<file path="src/tcs_delay.sv">
// ----------------------------------------------------------------------------
// tcs_delay
// stallable delay line that keeps side data aligned with a long unit
// ----------------------------------------------------------------------------
`default_nettype none

module tcs_delay #(
   parameter int WIDTH = 8,
   parameter int DEPTH = 2
) (
   input  wire logic             clock,
   input  wire logic             en,
   input  wire logic [WIDTH-1:0] in_data,
   output logic      [WIDTH-1:0] out_data
);

   logic [WIDTH-1:0] data_ff [DEPTH];

   always_ff @(posedge clock) begin
      if (en) begin
         data_ff[0] <= in_data;
         for (int s = 1; s < DEPTH; s++) begin
            data_ff[s] <= data_ff[s-1];
         end
      end
   end

   assign out_data = data_ff[DEPTH-1];

endmodule

`default_nettype wire

</file>
<file path="config.mk">
export PLATFORM = sky130hd
export DESIGN_NAME = tcs_delay
export DESIGN_NICKNAME = d
export VERILOG_FILES = /design/src/tcs_delay.sv
export SDC_FILE = /design/constraint.sdc
export NUM_CORES = 1
export LEC_CHECK = 0
export BUFFER_PORTS_ARGS = -buffer_cell sky130_fd_sc_hd__clkbuf_2
export CAP_MARGIN = 10
export CORE_AREA = 2 2 39 41
export CTS_CLUSTER_DIAMETER = 150
export CTS_CLUSTER_SIZE = 30
export DETAILED_ROUTE_END_ITERATION = 16
export DIE_AREA = 0 0 41 43
export GPL_TIMING_DRIVEN = 1
export HOLD_SLACK_MARGIN = 0.03
export PLACE_DENSITY = 0.66
export SLEW_MARGIN = 20
export SYNTH_ARGS = -nofsm -noshare
export SYNTH_HDL_FRONTEND = slang
export SYNTH_SLANG_ARGS = --single-unit
</file>
<file path="constraint.sdc">
create_clock -name clock -period 1.2 [get_ports clock]
set_clock_uncertainty 0.1 [all_clocks]
set_input_delay 0.12 -clock clock [delete_from_list [all_inputs] [get_ports clock]]
set_output_delay 0.12 -clock clock [all_outputs]
set_load 0.03 [all_outputs]
</file>
==> Flow_metrics.wiki <==
{| class="wikitable"
! Metric !! Value
|-
| Run status || completed
|-
| Total number of vias || 249
|-
| Cell at the root of the clock tree || clkbuf_4
|-
| Cell with the largest stage delay on the worst path || edfxtp_1
|-
| Dominant cell by count in the synthesized netlist || edfxtp_1
|-
| Family with the most delay on the worst path || flip-flops
|-
| Reg-to-reg endpoint || data_ff[0][13]
|-
| Area share of xor/xnor cells in the synthesized design || 0
|-
| Delay of the slowest cell on the worst path || 0.38 ns
|-
| Source of the worst hold timing path || en
|-
| Number of standard cells after synthesis || 24
|-
| Die Wd || 41 µm
|-
| Total of cells resized after clock tree synthesis || 0
|-
| Post-synthesis compound-gate area fraction || 0
|-
| Startpoint type of the worst setup path || register
|-
| Final core utilization || 0.497
|-
| Final routed wirelength across all metal layers || 577 µm
|-
| Worst flop-to-flop path startpoint || data_ff[0][5]
|-
| Arrival time worst endpoint || 0.83 ns
|-
| Post-synthesis simple-gate area fraction || 0
|-
| Number of DRC markers in iteration 0 || 3
|-
| Max FFs per register || 16
|-
| Synth top area share || 0.889
|-
| Final-layout setup total negative slack || 0 ns
|-
| Number of levels the H-tree was split into || 1
|-
| Largest registers || data_ff (16)
|-
| Primary flip-flop cell chosen by synthesis mapping || edfxtp_1
|-
| Cell type contributing the most total cell area after synthesis || edfxtp_1
|-
| Area of the multi-input gates || 0 µm²
|-
| CTS clock-pin slew for the worst setup and hold paths || 0.08 ns
|-
| Row Count || 14
|-
| ANT nets after route || 0
|-
| Top metal layer carrying routed signals || met4
|-
| Number of enable-type register cells in the synthesized netlist || 16
|-
| Mean post-synth cell area || 22.5 µm²
|-
| RSZ-0062 raised after global routing || no
|-
| Number of multi-input logic gates || 0
|-
| Critical path type || register to output pin
|-
| Initial cell density of the core || 0.391
|-
| Flop-to-flop setup slack || 0.49 ns
|-
| Number of iterations in the first detailed-routing pass || 2
|-
| Cells taking the most area after synthesis || edfxtp_1 (89%), buf_4 (11%)
|-
| Adder-cell share of the synthesized area || 0
|-
| Hold path endpoint || data_ff[0][1]
|-
| First-pass GRT wire length || 966 µm
|-
| Layout cell share with drive strength beyond 1 || 0.455
|-
| Post-Syn Nets || 34
|-
| Flop and latch count out of synthesis || 16
|-
| Wire length on met1 || 199 µm
|-
| Number of antenna violations at the first check in global routing || 0
|-
| Worst-path maximum fanout || 1
|-
| Path class of the lowest-slack min-delay path || input pin to register
|-
| Share of synthesized area spent on multiplexers || 0
|-
| Area of the core region || 1380 µm²
|-
| Largest Register || data_ff
|-
| Met2 WL post-DR || 313 µm
|-
| Number of buffer and inverter stages on the critical path || 1
|-
| Unique masters post-synth || 2
|-
| Post-CTS Hold Buffers || 8
|-
| Area grow syn2layout || 27.3%
|-
| Crit share post-route || 0.879
|-
| Power per cell area || 1480 nW/µm²
|-
| WHS Path Cells || 1
|-
| Highest attainable clock frequency || 0.948 GHz
|-
| Antenna diode count || 0
|-
| Tmin final || 1.05 ns
|-
| Post-synthesis instance area || 541 µm²
|-
| Cell-by-cell trace of the critical path || clkbuf_2
|-
| Die Footprint || 1760 µm²
|-
| Worst IR drop on VDD || 0.691 mV
|-
| Amount of wire on met3 after detailed routing || 57 µm
|-
| Clock latency reported for the late side of the worst-skew pair || 0.27 ns
|-
| Buffer count from post-CTS setup fixing || 0
|-
| CTS tree || built
|-
| Worst EP required || 0.98 ns
|-
| Routability congestion estimate from global placement || 0.600
|-
| Async S/R FF share, synth || 0
|-
| Number of sinks handled by clock tree synthesis || 16
|-
| Maximum number of pins on one net before global-route repair || 17
|-
| Global routing usage summed across all routing layers || 0.0907
|-
| Cell area after layout || 688 µm²
|-
| Filler Cell Count || 129
|-
| Worst-case reg-to-reg path depth || 0
|-
| Leakage power || 0.000274 µW
|-
| Final routed wire length divided by cell count || 9.62 µm
|-
| Grt ovf || 0
|-
| Top cell types by occurrence after synthesis || edfxtp_1 (16), buf_4 (8)
|-
| Number of global-route vias before repair || 255
|-
| Avg Vias per Cell || 4.15
|-
| Die extent in y || 43 µm
|-
| Top-Level Pins || 18
|-
| Final Hold Vio Count || 0
|-
| Max-capacitance violation count || 0
|-
| Warning count from the yosys run || 0
|-
| Tightest slew margin relative to the limit || 0.760
|-
| Max-slew violation total from the final report || 0
|-
| Part of the Yosys area used for sequential elements || 0.889
|-
| Kind of capture point of the worst setup path || output pin
|-
| Final layout net count || 56
|-
| Dpl cell area || 586 µm²
|-
| Maximum buffer depth of the clock tree || 2
|-
| Number of setup violations in the final report || 0
|-
| Residual DRC || 0
|-
| Combinational family with the most area after synthesis || buffers and inverters
|-
| Cts bufs inserted || 3
|-
| Number of buffer cells added on primary ports || 17
|-
| Measured slew at the worst slew-check pin || 0.359 ns
|}
==> how the worst max path moves through the flow <==
stage | start | end | slack [ns] | depth (start not counted)
detailed placement | en | data_ff[0][10] | 0.31 | 1
floorplan | data_ff[0][8] | out_data[0] | 0.48 | 1
global route | data_ff[0][10] | out_data[2] | 0.1 | 1
global placement | en | data_ff[0][15] | 0.34 | 1
finish | data_ff[0][10] | out_data[2] | 0.15 | 1
CTS | data_ff[0][10] | out_data[2] | 0.12 | 1
==> layout by cell type, fill, tap and decap left out, drive strengths merged <==
cell | Yosys | layout
dlygate4sd3 | 0 | 8
clkbuf | 0 | 20
edfxtp | 16 | 16
==> power breakdown <==
part	switching [µW]	internal, µW	leakage [µW]
registers	8.14	662	0.000157
logic	57.4	38.1	0.000104
clock network	140	116	0.0000138
total	205	816	0.000274
==> metal layers <==
layer  global-route usage  vias up
met3               0.0314        2
met5                    0        -
met1               0.0803      113
met2                0.138       12
li1                     -      122
met4                0.100        0
==> through the flow <==
stage | hold slack (ns) | setup slack, ns | power [µW] | std cells
floorplan | 0.119 | 0.479 | 743 | 24
global placement | 0.197 | 0.342 | 757 | 49
detailed placement | 0.199 | 0.315 | 760 | 49
CTS | 0.226 | 0.121 | 1030 | 60
global route | 0.246 | 0.0962 | 1070 | 60
finish | 0.228 | 0.145 | 1020 | 60
==> layout make-up <==
type / instances / area [µm²] / share of cell area
clock buffers: 3 / 22.5 / 0.0327
flip-flops and latches: 16 / 480 / 0.698
well taps: 16 / 20.0 / 0.0291
repair buffers: 25 / 165 / 0.240
==> cells by family after synthesis <==
family	count (synthesis)
flops	16
buf+inv	8
No activity file was read; power rests on OpenSTA's default activity.
