<file path="config.mk">
export PLATFORM = sky130hd
export DESIGN_NAME = tcs_sqrt
export DESIGN_NICKNAME = d
export VERILOG_FILES = /design/src/tcs_pkg.sv /design/src/tcs_sqrt.sv
export SDC_FILE = /design/constraint.sdc
export NUM_CORES = 2
export LEC_CHECK = 0
export BUFFER_PORTS_ARGS = -buffer_cell sky130_fd_sc_hd__buf_2
export CAP_MARGIN = 10
export CORE_MARGIN = 2
export CORE_UTILIZATION = 35
export DETAILED_ROUTE_END_ITERATION = 12
export SETUP_SLACK_MARGIN = 0.05
export SLEW_MARGIN = 20
export SYNTH_ARGS = -nofsm -noshare
export SYNTH_HDL_FRONTEND = slang
export SYNTH_MEMORY_MAX_BITS = 65536
export SYNTH_SLANG_ARGS = --single-unit
export TNS_END_PERCENT = 100
</file>
<file path="constraint.sdc">
create_clock -name clock -period 4.32 [get_ports clock]
set_input_delay 0.216 -clock clock [delete_from_list [all_inputs] [get_ports clock]]
set_output_delay 0.216 -clock clock [all_outputs]
set_load 0.03 [all_outputs]
</file>
<file path="src/tcs_pkg.sv">
// ----------------------------------------------------------------------------
// tcs_pkg
// shared types and widths for the triangle circumsphere core
// ----------------------------------------------------------------------------
`default_nettype none

package tcs_pkg;

   localparam int COORD_W    = 16;
   localparam int DIFF_W     = COORD_W + 1;
   localparam int PROD_W     = 2 * DIFF_W;
   localparam int CROSS_W    = PROD_W + 1;
   localparam int SQ_W       = PROD_W;
   localparam int CC_W       = 2 * CROSS_W;
   localparam int TP_W       = CROSS_W + DIFF_W;
   localparam int TRIPLE_W   = TP_W + 1;
   localparam int SPLIT      = 26;
   localparam int HI_W       = TRIPLE_W - SPLIT;
   localparam int PP_W       = HI_W + SQ_W + 1;
   localparam int DEN_W      = CC_W + 1;
   localparam int NUM_W      = 88;
   localparam int QUO_W      = 32;
   localparam int OUT_W      = 32;
   localparam int RAD_W      = 68;
   localparam int ROOT_W     = RAD_W / 2;
   localparam int LIMIT_W    = 40;
   localparam int DIV_DEPTH  = QUO_W + 1;
   localparam int SQRT_DEPTH = ROOT_W;

   localparam logic [LIMIT_W-1:0] LIMIT_RESET = 40'd4295;

   localparam int NXT [3] = '{1, 2, 0};
   localparam int PRV [3] = '{2, 0, 1};

   typedef logic [2:0][COORD_W-1:0] coord3_type;

   typedef struct packed {
      logic signed [COORD_W-1:0] first_x;
      logic signed [COORD_W-1:0] first_y;
      logic signed [COORD_W-1:0] first_z;
      logic signed [COORD_W-1:0] second_x;
      logic signed [COORD_W-1:0] second_y;
      logic signed [COORD_W-1:0] second_z;
      logic signed [COORD_W-1:0] third_x;
      logic signed [COORD_W-1:0] third_y;
      logic signed [COORD_W-1:0] third_z;
   } req_type;

   typedef struct packed {
      logic signed [OUT_W-1:0] center_x;
      logic signed [OUT_W-1:0] center_y;
      logic signed [OUT_W-1:0] center_z;
      logic [OUT_W-1:0]        radius;
      logic                    collinear;
      logic                    clipped;
   } rsp_type;

   typedef struct packed {
      logic [2:0][NUM_W-1:0] mag;
      logic [2:0]            neg;
      logic [DEN_W-1:0]      den;
      logic                  coll;
      coord3_type            p1;
      coord3_type            mid;
      logic [SQ_W-1:0]       bb;
   } geom_type;

   typedef struct packed {
      logic            coll;
      logic [2:0]      neg;
      coord3_type      p1;
      coord3_type      mid;
      logic [SQ_W-1:0] bb;
   } side1_type;

   typedef struct packed {
      logic                  coll;
      logic                  clip;
      logic                  huge;
      logic [2:0][OUT_W-1:0] center;
   } side2_type;

endpackage

`default_nettype wire

</file>
<file path="src/tcs_sqrt.sv">
// ----------------------------------------------------------------------------
// tcs_sqrt
// pipelined digit-by-digit floor square root, one root bit per stage
// ----------------------------------------------------------------------------
`default_nettype none

module tcs_sqrt (
   input  wire logic                         clock,
   input  wire logic                         en,
   input  wire logic [tcs_pkg::RAD_W-1:0]    rad,
   output logic      [tcs_pkg::ROOT_W-1:0]   root
);

   import tcs_pkg::*;

   localparam int REM_W = ROOT_W + 2;

   logic [REM_W-1:0]  rem_ff  [SQRT_DEPTH];
   logic [ROOT_W-1:0] root_ff [SQRT_DEPTH];
   logic [RAD_W-1:0]  rad_ff  [SQRT_DEPTH];

   logic [REM_W+1:0]  cur_c   [SQRT_DEPTH];
   logic [REM_W+1:0]  trial_c [SQRT_DEPTH];
   logic              ge_c    [SQRT_DEPTH];
   logic [REM_W-1:0]  prem_c  [SQRT_DEPTH];
   logic [ROOT_W-1:0] proot_c [SQRT_DEPTH];
   logic [RAD_W-1:0]  prad_c  [SQRT_DEPTH];

   always_comb begin
      for (int k = 0; k < SQRT_DEPTH; k++) begin
         if (k == 0) begin
            prem_c[k]  = '0;
            proot_c[k] = '0;
            prad_c[k]  = rad;
         end else begin
            prem_c[k]  = rem_ff[k-1];
            proot_c[k] = root_ff[k-1];
            prad_c[k]  = rad_ff[k-1];
         end
         cur_c[k]   = {prem_c[k], prad_c[k][RAD_W-1:RAD_W-2]};
         trial_c[k] = {2'b00, proot_c[k], 2'b01};
         ge_c[k]    = cur_c[k] >= trial_c[k];
      end
   end

   always_ff @(posedge clock) begin
      if (en) begin
         for (int k = 0; k < SQRT_DEPTH; k++) begin
            rem_ff[k]  <= ge_c[k] ? REM_W'(cur_c[k] - trial_c[k]) : cur_c[k][REM_W-1:0];
            root_ff[k] <= {proot_c[k][ROOT_W-2:0], ge_c[k]};
            rad_ff[k]  <= {prad_c[k][RAD_W-3:0], 2'b00};
         end
      end
   end

   assign root = root_ff[SQRT_DEPTH-1];

endmodule

`default_nettype wire

</file>
==> summary.md <==
| Metric | Value |
|---|---|
| Outcome | `complete, no violations` |
| Met2 wire len | `136000 um` |
| GRT Residual Overflow | `0` |
| Final Hold Viols | `0` |
| Clock buffer depth | `4` |
| Hold path depth | `2` |
| Synth cell types | `83` |
| Crit end category | `flop` |
| DR top layer | `met4` |
| Final Skew | `0.08841 ns` |
| Worst-path clk slew | `0.06 ns` |
| I/O pins | `104` |
| H-tree depth | `5` |
| DPL Wire Length | `192500 um` |
| Area growth from synthesis to layout | `14.60%` |
| Die Width | `621.4 um` |
| Critical path launch point type | `flop` |
| Period minus WS final | `3.975 ns` |
| Register-to-Register Path Depth | `10` |
| Clk sinks | `2852` |
| Final max-slew violation count | `0` |
| Final setup viols | `0` |
| Die Ht | `621.4 um` |
| Final GP Congestion | `0.8889` |
| DIE AREA | `386200 um^2` |
| Largest net degree at the start of global routing | `140` |
| Seq cells post-synth | `2852` |
| First-pass GRT wire length | `425400 um` |
| Syn Nets | `11145` |
| TNS Setup | `0 ns` |
| Initial Utilization | `35.19%` |
| Core Footprint | `379200 um^2` |
| Detailed-route wire length | `267900 um` |
| # port buffers | `103` |
| DRC violations left | `0` |
| Wirelength per Cell | `16.51 um` |
| Primary FF master, synth | `edfxtp_1` |
| Commonest non-fill, non-tap cells in the layout | `edfxtp_1, inv_1, nand2_1` |
| Cells after DPL | `15511` |
| Tcrit/Tclk final | `92.02%` |
| DR vias/cell | `4.900` |
| Worst Tran Pin Value | `0.8993 ns` |
| Drt first pass iters | `5` |
| Leakage power | `0.05762 uW` |
| DP Worst Slack | `0.1732 ns` |
| Power density over cell area | `528.6 nW/um^2` |
| Vias in the first global route | `79183` |
| Initial antenna violation count | `4` |
| Worst-path fanout max | `5` |
| Post-layout nets | `11658` |
| Clk_lat worst skew | `0.90 ns` |
| GRT Resource Usage Total | `13.48%` |
| Arrival time worst endpoint | `4.64 ns` |
| Unrepaired setup endpoints after global routing | `false` |
| Sequential fraction of the synthesis area | `64.18%` |
| Yosys Warn Count | `0` |
| CTS buffer count | `324` |
| Post-synth EDFFs | `2852` |
| Avg Synthesized Cell Area | `12.78 um^2` |
| Rel. slew slack | `39.64%` |
| Peak supply drop | `0.3663 mV` |
| Final Worst Setup Slack | `0.3447 ns` |
| Critical path class | `flop to flop` |
| Via count | `79542` |
| WL met3 | `9232 um` |
| Post-route insts no fill | `16232` |
| End-of-flow core utilization | `40.32%` |
| Fraction of layout cells with a size suffix above 1 | `8.160%` |
| Final ANT Viol Nets | `0` |
| Async set-or-reset flop fraction in the synthesized netlist | `0%` |
| WL met1 | `110300 um` |
| Post-Synthesis Cells | `10443` |
| Commonest non-fill, non-tap cell in the layout | `edfxtp_1` |
| Pwr Total | `80830 uW` |
| Max Fclk | `0.2516 GHz` |
| Req. time, crit path | `4.98 ns` |
| CTS Root Cell | `clkbuf_16` |
| Max-cap viol count | `0` |
| TritonCTS clock tree | `yes` |
| # rows | `226` |
| Syn Std Cell Area | `133400 um^2` |
| Worst hold path type | `primary input to flop` |
| Iter 0 DRT Violations | `4765` |
worst max-delay path: stages (launching register included):
cell	delay, ns
edfxtp_1	0.43
or4_1	0.55
or3_1	0.40
or3_1	0.40
or4b_1	0.54
nand4_1	0.15
nor3_2	0.07
or4_4	0.56
or3_4	0.39
nor3_2	0.14
xor2_1	0.09
routing by layer:
metal / global-route usage [%] / vias to the layer above
met1: 15.63 / 38020
met2: 24.66 / 1352
met3: 1.764 / 568
met4: 6.104 / 0
li1: - / 39602
met5: 0 / -
flip-flops by register name, indices dropped and copies added (netlist names):
name     count
rem_ff    1135
rad_ff    1122
root_ff    595
cells in the mapped netlist, types with 69 or more instances:
| master | count | area (um^2) |
|---|---|---|
| edfxtp_1 | 2852 | 85640 |
| inv_1 | 799 | 2999 |
| nand2_1 | 718 | 2695 |
| nor2_1 | 676 | 2537 |
| a21oi_1 | 662 | 3313 |
| ha_1 | 632 | 7908 |
| o21ai_0 | 551 | 2758 |
| xnor2_1 | 506 | 4432 |
| xor2_1 | 463 | 4055 |
| a21o_1 | 276 | 2072 |
| nor3_1 | 265 | 1326 |
| clkbuf_1 | 199 | 747.0 |
| nand3_1 | 198 | 991.0 |
| nand2b_1 | 150 | 938.4 |
| nor4_1 | 141 | 882.1 |
| nand4_1 | 121 | 757.0 |
| or3_1 | 108 | 675.7 |
| o21a_1 | 106 | 795.8 |
| nor2b_1 | 88 | 550.5 |
| mux2_2 | 72 | 810.8 |
| o31ai_1 | 69 | 518.0 |
power breakdown:
| part | switching [uW] | leakage, uW | internal [uW] |
|---|---|---|---|
| registers | 2240 | 0.0275 | 35100 |
| logic | 9580 | 0.0251 | 7180 |
| clock network | 11000 | 0.00500 | 15700 |
| total | 22900 | 0.0576 | 58000 |
worst paths after layout:
kind	from	to	slack, ns
max	rem_ff[7][10]	rem_ff[8][31]	0.34
min	rad[18]	rad_ff[0][18]	0.1
max reg2reg	rem_ff[7][10]	rem_ff[8][31]	0.34
min reg2reg	rad_ff[3][52]	rad_ff[4][54]	0.40
through the flow:
stage,hold slack (ns),area [um^2]
2_1_floorplan,0.3149,133400
6_report,0.09916,152900
5_1_grt,0.05368,152900
3_3_place_gp,0.3925,141100
4_1_cts,0.005429,152900
3_5_place_dp,0.3941,141100
kinds of logic (layout without fill, tap and decap cells):
kind of cell | count (synthesis) | in the layout | synth area share [%]
AOI/OAI and AO/OA | 2081 | 2081 | 9.613
xor gates and xnor gates | 969 | 969 | 6.361
adders and majority gates | 632 | 632 | 5.926
buffers and inverters | 1023 | 1793 | 2.884
DFF | 2852 | 2852 | 64.18
muxes | 81 | 81 | 0.6752
other | 1 | 4 | 0.002810
and+or+nand+nor | 2804 | 2804 | 10.35
layout make-up:
cell class              instances  area [um^2]
diodes                          3        7.507
clock buffers                 405         8625
clock inverters               178         1757
fillers                     35425       226300
inverters                     802         3010
multi-input cells            6568        44050
flip-flops and latches       2852        85640
well taps                    5016         6276
repair buffers                408         3533
repair_timing:
action / in CTS / in global routing
endpoints found under the hold margin: 104 / 0
buffers inserted: 0 / 0
setup endpoints to repair: 0 / 29
hold buffers: 135 / 0
resized for setup: 0 / 3
Power figures use the tool's default switching activity.
